## src/design/ttcw_pkg.sv

```systemverilog
// ----------------------------------------------------------------------------
// ttcw_pkg
// Shared widths, character and color codes, sequencer states and the
// command structs of the character-cell terminal.
// ----------------------------------------------------------------------------
`default_nettype none

package ttcw_pkg;

    localparam int COL_W   = 7;
    localparam int ROW_W   = 5;
    localparam int CHAR_W  = 8;
    localparam int COLOR_W = 32;

    localparam logic [CHAR_W-1:0]  CH_NEWLINE   = 8'd10;
    localparam logic [CHAR_W-1:0]  CH_BACKSPACE = 8'd8;
    localparam logic [CHAR_W-1:0]  CH_SPACE     = 8'd32;
    localparam logic [COLOR_W-1:0] COLOR_WHITE  = 32'hFFFF_FFFF;
    localparam logic [COLOR_W-1:0] COLOR_BLACK  = 32'h0000_00FF;

    localparam logic OP_PUT  = 1'b0;
    localparam logic OP_READ = 1'b1;

    typedef enum logic [2:0] {
        ST_SWEEP,
        ST_IDLE,
        ST_ADDR,
        ST_ACCESS,
        ST_RDATA,
        ST_DONE
    } state_t;

    // logical cell position handed to the address unit
    typedef struct packed {
        logic [ROW_W-1:0] row;
        logic [COL_W-1:0] col;
    } cell_pos_t;

    typedef struct packed {
        logic                rd_en;
        logic                wr_char;
        logic                wr_color;
        logic [CHAR_W-1:0]   wdata_char;
        logic [COLOR_W-1:0]  wdata_color;
    } mem_cmd_t;

endpackage

`default_nettype wire

```

## src/design/ttcw_addr.sv

```systemverilog
// ----------------------------------------------------------------------------
// ttcw_addr
// Shared address unit: maps a logical (row, col) onto the circular row
// store, phys = ((top + row) mod ROWS) * COLUMNS + col. The address is registered.
// ----------------------------------------------------------------------------
`default_nettype none

module ttcw_addr #(
    parameter int COLUMNS = 80,
    parameter int ROWS    = 25,
    parameter int ADDR_W  = 11
) (
    input  logic                        clk,
    input  logic [ttcw_pkg::ROW_W-1:0]  top,
    input  ttcw_pkg::cell_pos_t         pos,
    output logic [ADDR_W-1:0]           addr_reg
);

    localparam int SUM_W  = ttcw_pkg::ROW_W + 1;
    localparam int PROD_W = SUM_W + ttcw_pkg::COL_W + 1;

    logic [SUM_W-1:0]  row_sum;
    logic [SUM_W-1:0]  phys_row;
    logic [PROD_W-1:0] row_base;
    logic [ADDR_W-1:0] addr_next;

    always_comb
    begin
        row_sum  = {1'b0, top} + {1'b0, pos.row};
        phys_row = (row_sum >= SUM_W'(ROWS)) ? row_sum - SUM_W'(ROWS) : row_sum;
        row_base = PROD_W'(phys_row) * PROD_W'(COLUMNS);
        addr_next = ADDR_W'(row_base + PROD_W'(pos.col));
    end

    always_ff @(posedge clk)
    begin
        addr_reg <= addr_next;
    end

endmodule

`default_nettype wire

```

## config.mk

```make
export PLATFORM = sky130hd
export DESIGN_NAME = ttcw_addr
export DESIGN_NICKNAME = d
export VERILOG_FILES = /design/src/design/ttcw_pkg.sv /design/src/design/ttcw_addr.sv
export SDC_FILE = /design/constraint.sdc
export NUM_CORES = 1
export LEC_CHECK = 0
export BUFFER_PORTS_ARGS = -buffer_cell sky130_fd_sc_hd__buf_4
export CAP_MARGIN = 20
export CORE_ASPECT_RATIO = 1.2
export CORE_MARGIN = 4
export CORE_UTILIZATION = 50
export CTS_BUF_LIST = sky130_fd_sc_hd__clkbuf_16
export DETAILED_ROUTE_END_ITERATION = 7
export MAX_ROUTING_LAYER = met4
export PLACE_DENSITY = 0.78
export SLEW_MARGIN = 30
export SYNTH_ARGS = -nofsm -noshare
export SYNTH_HDL_FRONTEND = slang
export SYNTH_SLANG_ARGS = --single-unit
```

## constraint.sdc

```tcl
create_clock -name clk -period 4.4 [get_ports clk]
set_clock_uncertainty 0.1 [all_clocks]
set_input_delay 0.22 -clock clk [delete_from_list [all_inputs] [get_ports clk]]
set_output_delay 0.22 -clock clk [all_outputs]
set_load 0.1 [all_outputs]
```

Word level (Yosys, flattened, before mapping)
Index checks and enable logic that the tools add are counted.
{ "op_classes": {"n_lt_le_gt_ge": 1, "add_sub_neg": 3, "n_mul": 1, "mux": 1} }
{ "ops": {"columns": ["operator", "n"], "rows": [
  ["$add 11x7->11", 1],
  ["$mul 6x3->7 const B", 1],
  ["$add 5x5->6", 1],
  ["$ge 6x5->1 const B", 1],
  ["$mux 6", 1],
  ["$sub 6x5->6 const B", 1]
]} }
{ "totals": {"out_inout_bits": 11, "input_bits": 18, "word_cells": 7, "register_bits": 11} }

Logic depth before layout (Yosys ltp)
{ "depth": {"ltp_word": 5, "depth_mapped": 16} }

Worst setup path after synthesis
No wires, ideal clock.
{ "synth_timing": {"path_kind": "input -> register", "from": "in top[0] (netlist name)", "to": "reg addr_reg[10]", "path_buffers": 0, "stages": 16, "arrival_ps": 3750, "setup_time_ps": 124, "path_slack_ps": 426, "path_cell_list": "ha_1 > fa_1 > inv_1 > ha_1 > and2b_1 > nand2_1 > a31oi_4 > mux2_1 > ha_1 > ha_1 > fa_1 > xor2_1 > o2111ai_1 > xor2_1 > xnor2_1 > xnor2_1"} }
{ "synth_between": {"elab_chain_cells": 5} }
{ "synth_lines": {"columns": ["item", "line", "rtl"], "rows": [
  ["from (decl)", "ttcw_addr.sv:14", "input logic [ttcw_pkg::ROW_W-1:0] top,"],
  ["$add 5x5->6 (*)", "ttcw_addr.sv:29", "row_sum = {1'b0, top} + {1'b0, pos.row};"],
  ["$sub 6x5->6 / $ge 6x5->1 (equally long branches)", "ttcw_addr.sv:30", "phys_row = (row_sum >= SUM_W'(ROWS)) ? row_sum - SUM_W'(ROWS) : row_sum;"],
  ["$mux 6 (*)", "ttcw_addr.sv:30", null],
  ["$mul 6x3->7 (*)", "ttcw_addr.sv:31", "row_base = PROD_W'(phys_row) * PROD_W'(COLUMNS);"],
  ["$add 11x7->11 (*)", "ttcw_addr.sv:32", "addr_next = ADDR_W'(row_base + PROD_W'(pos.col));"],
  ["net addr_next[10]", "ttcw_addr.sv:25", "logic [ADDR_W-1:0] addr_next;"],
  ["to (signal assigned)", "ttcw_addr.sv:37", "addr_reg <= addr_next;"],
  ["to (decl)", "ttcw_addr.sv:16", "output logic [ADDR_W-1:0] addr_reg"]
]} }
The timed path passes the listed nets; every way through them passes the cells marked *.

Worst setup path in the final report
Same ends and word-level chain as after synthesis.

==> impl_metrics.yaml <==
setup_path:
  crit_top_cell: "ha_1"
  crit_path_max_fanout: 3
  endpoint_kind: "flip-flop"
  crit_chain: "buf_4 > ha_1 > fa_1 > inv_1 > ha_1 > and2b_1 > nand2_1 > a31oi_4 > mux2_1 > ha_1 > ha_1 > fa_1 > xor2_1 > o2111ai_1 > xor2_1 > xnor2_1 > xnor2_1"
  worstPathArrival_ns: 4.09
  slowest_delay_ns: 0.53
  startpoint_type: "input port"
  crit_slowest_cell: "fa_1"
  cp.required_ns: 4.41
  path_class: "input port to flip-flop"
yosys:
  synth_flop_cell: "dfxtp_1"
  synth_cell_types: 29
  ys_seq_elements: 11
  synth-seq-area-share: 0.238
  yosys-top-cells-area: "dfxtp_1 24%, ha_1 23%, xnor2_1 6.6%, fa_1 6.5%, a21o_1 3.3%"
  synth_area_um2: 923
  netlist.area_leader.share: 0.238
  synth_edf_count: 0
  yosysWarningCount: 0
  yosysTopAreaCell: "dfxtp_1"
  async_reset_ff_frac: 0
  syn_inst: 92
  syn-num-nets: 130
  avgSynthCellArea_um2: 10.0
timing:
  fin_tns_setup_ns: 0
  grt_setup_unrepaired: "false"
  fmax_mhz: 245
  final_hold_viol_count: 0
  maxSlewHeadroom: 0.720
  post-route-period-util: 0.926
  worst_slew_pin_slew_ns: 0.416
  setup_viol: 0
  min_period_ns: 4.07
  final_max_slew_viol_count: 0
placement:
  hpwl_mm: 1.46
  dp.cells: 139
  gp_congestion: 0.886
  place_area_mm2: 0.00116
  port_buffers: 28
clocking:
  cts_resized: 0
  ctsRootBufferMaster: "clkbuf_16"
  clock_path_buffers: 2
  cts_tree: "done"
  clkSinkCount: 11
  ctsHoldBuffers: 4
  h-tree-depth: 1
  cts_buffers: 3
  path_clk_slew_ns: 0.04
  postCtsSetupRepairBufs: 0
finish:
  final_layout_size_suffix_gt1_frac: 0.326
  ff_latch_area_um2: 220
  finalInstanceArea_mm2: 0.00128
  nFillCells: 120
  syn2layout_area_growth_pct: 38.9
  multiInputGateArea_um2: 681
  n_antenna_cell: 0
  final_cell_mix: "29 x buf_4, 17 x ha_1, 11 x dfxtp_1"
  layoutNonFillerInstCount: 147
  nets: 168
  largest_reg_flops: 11
  final_common_cell: "buf_4"
floorplanning:
  io_pins: 29
  dieArea_mm2: 0.00260
  die_h_um: 55.1
  die_x_um: 47.2
  floorplan.rows: 16
  core_mm2: 0.00168
  start_util: 0.549
global_routing:
  antenna_found_initial: 0
  first_global_vias: 817
  grt_pass1_wl_mm: 3.24
  grt_overflow_total: 0
  grt_max_degree: 8
  grt_use_total: 0.177
route:
  wl_mm: 1.94
  avgViaCountPerCell: 5.35
  wl_per_cell_um: 13.2
  drc: 0
  ant_nets: 0
  vias: 787
  drt_iter0_markers: 7
  dr.pass1.iters: 4
outcome:
  status: "finished clean"
flow_run:
  max-cap-violations: 0
pwr:
  ir_drop_mv: 0.523
  power_leakage_nw: 0.632
  power_density_mw_per_mm2: 729
worst_hold_path:
  hold_class: "input port to flip-flop"
cell families (layout without fill, tap and decap cells):
| logic type | after synthesis | count (layout) | share of synthesized area |
|---|---|---|---|
| AOI/OAI and AO/OA | 20 | 20 | 0.179 |
| xor gates and xnor gates | 10 | 10 | 0.0949 |
| adders and majority gates | 20 | 20 | 0.295 |
| buffers and inverters | 6 | 43 | 0.0244 |
| DFF | 11 | 11 | 0.238 |
| muxes | 3 | 3 | 0.0339 |
| and+or+nand+nor | 22 | 22 | 0.134 |
report_power, final:
group          total, W  internal (W)  switching (W)
clock          0.000162      0.000119      0.0000428
combinational  0.000623      0.000198       0.000426
sequential     0.000150      0.000140     0.00000994
total          0.000935      0.000456       0.000479
critical path: cells and delay by family:
kind                       cells  cell delay, ns
and+or+nand+nor                2            0.30
AOI/OAI and AO/OA              2            0.43
adders and majority gates      6            1.87
buffers and inverters          2            0.19
muxes                          1            0.38
xor gates and xnor gates       4            0.72
path summary, 6_finish.rpt:
| path | start | to | slack [ns] | cells past startpoint |
|---|---|---|---|---|
| setup / recovery | top[0] | addr_reg[10]$_DFF_P_ | 0.33 | 17 |
| hold / removal | pos[4] | addr_reg[4]$_DFF_P_ | 0.12 | 2 |
cell type report:
cell class | instances | area share
well taps | 18 | 0.0176
clock buffers | 3 | 0.0585
multi-input cells | 75 | 0.531
inverters | 6 | 0.0176
clock inverters | 1 | 0.00293
repair buffers | 33 | 0.201
flip-flops and latches | 11 | 0.172
synth_stat cells (2+ instances only):
cell type  number
nor2_1          3
ha_1           17
o2111ai_1       2
dfxtp_1        11
inv_1           6
a211oi_2        2
o21ai_0         2
nand2_1         3
xor2_1          3
fa_1            3
nand3_1         4
xnor2_1         7
a21o_1          4
or2_2           4
mux2i_1         2
a21oi_1         4
o221ai_1        2
or3_1           2
layer usage:
metal / part of all wire / routed length (µm) / GRT usage / vias to the layer above
met3: 0.063 / 121 / 0.0259 / 4
met4: 0.014 / 27 / 0.0829 / 0
met5: 0 / 0 / - / -
li1: - / - / - / 407
met1: 0.40 / 780 / 0.185 / 352
met2: 0.52 / 1010 / 0.317 / 24
through the flow:
step           worst slack [ns]  hold WS (ns)   util  power (W)
2_1_floorplan             0.426         0.148      -   0.000650
3_3_place_gp              0.173         0.225  0.692   0.000756
3_5_place_dp             0.0858         0.228  0.692   0.000764
4_1_cts                   0.294         0.127  0.763   0.000939
5_1_grt                  0.0614         0.136  0.763   0.000995
6_report                  0.326         0.122  0.763   0.000935
No activity file was read; power rests on OpenSTA's default activity.
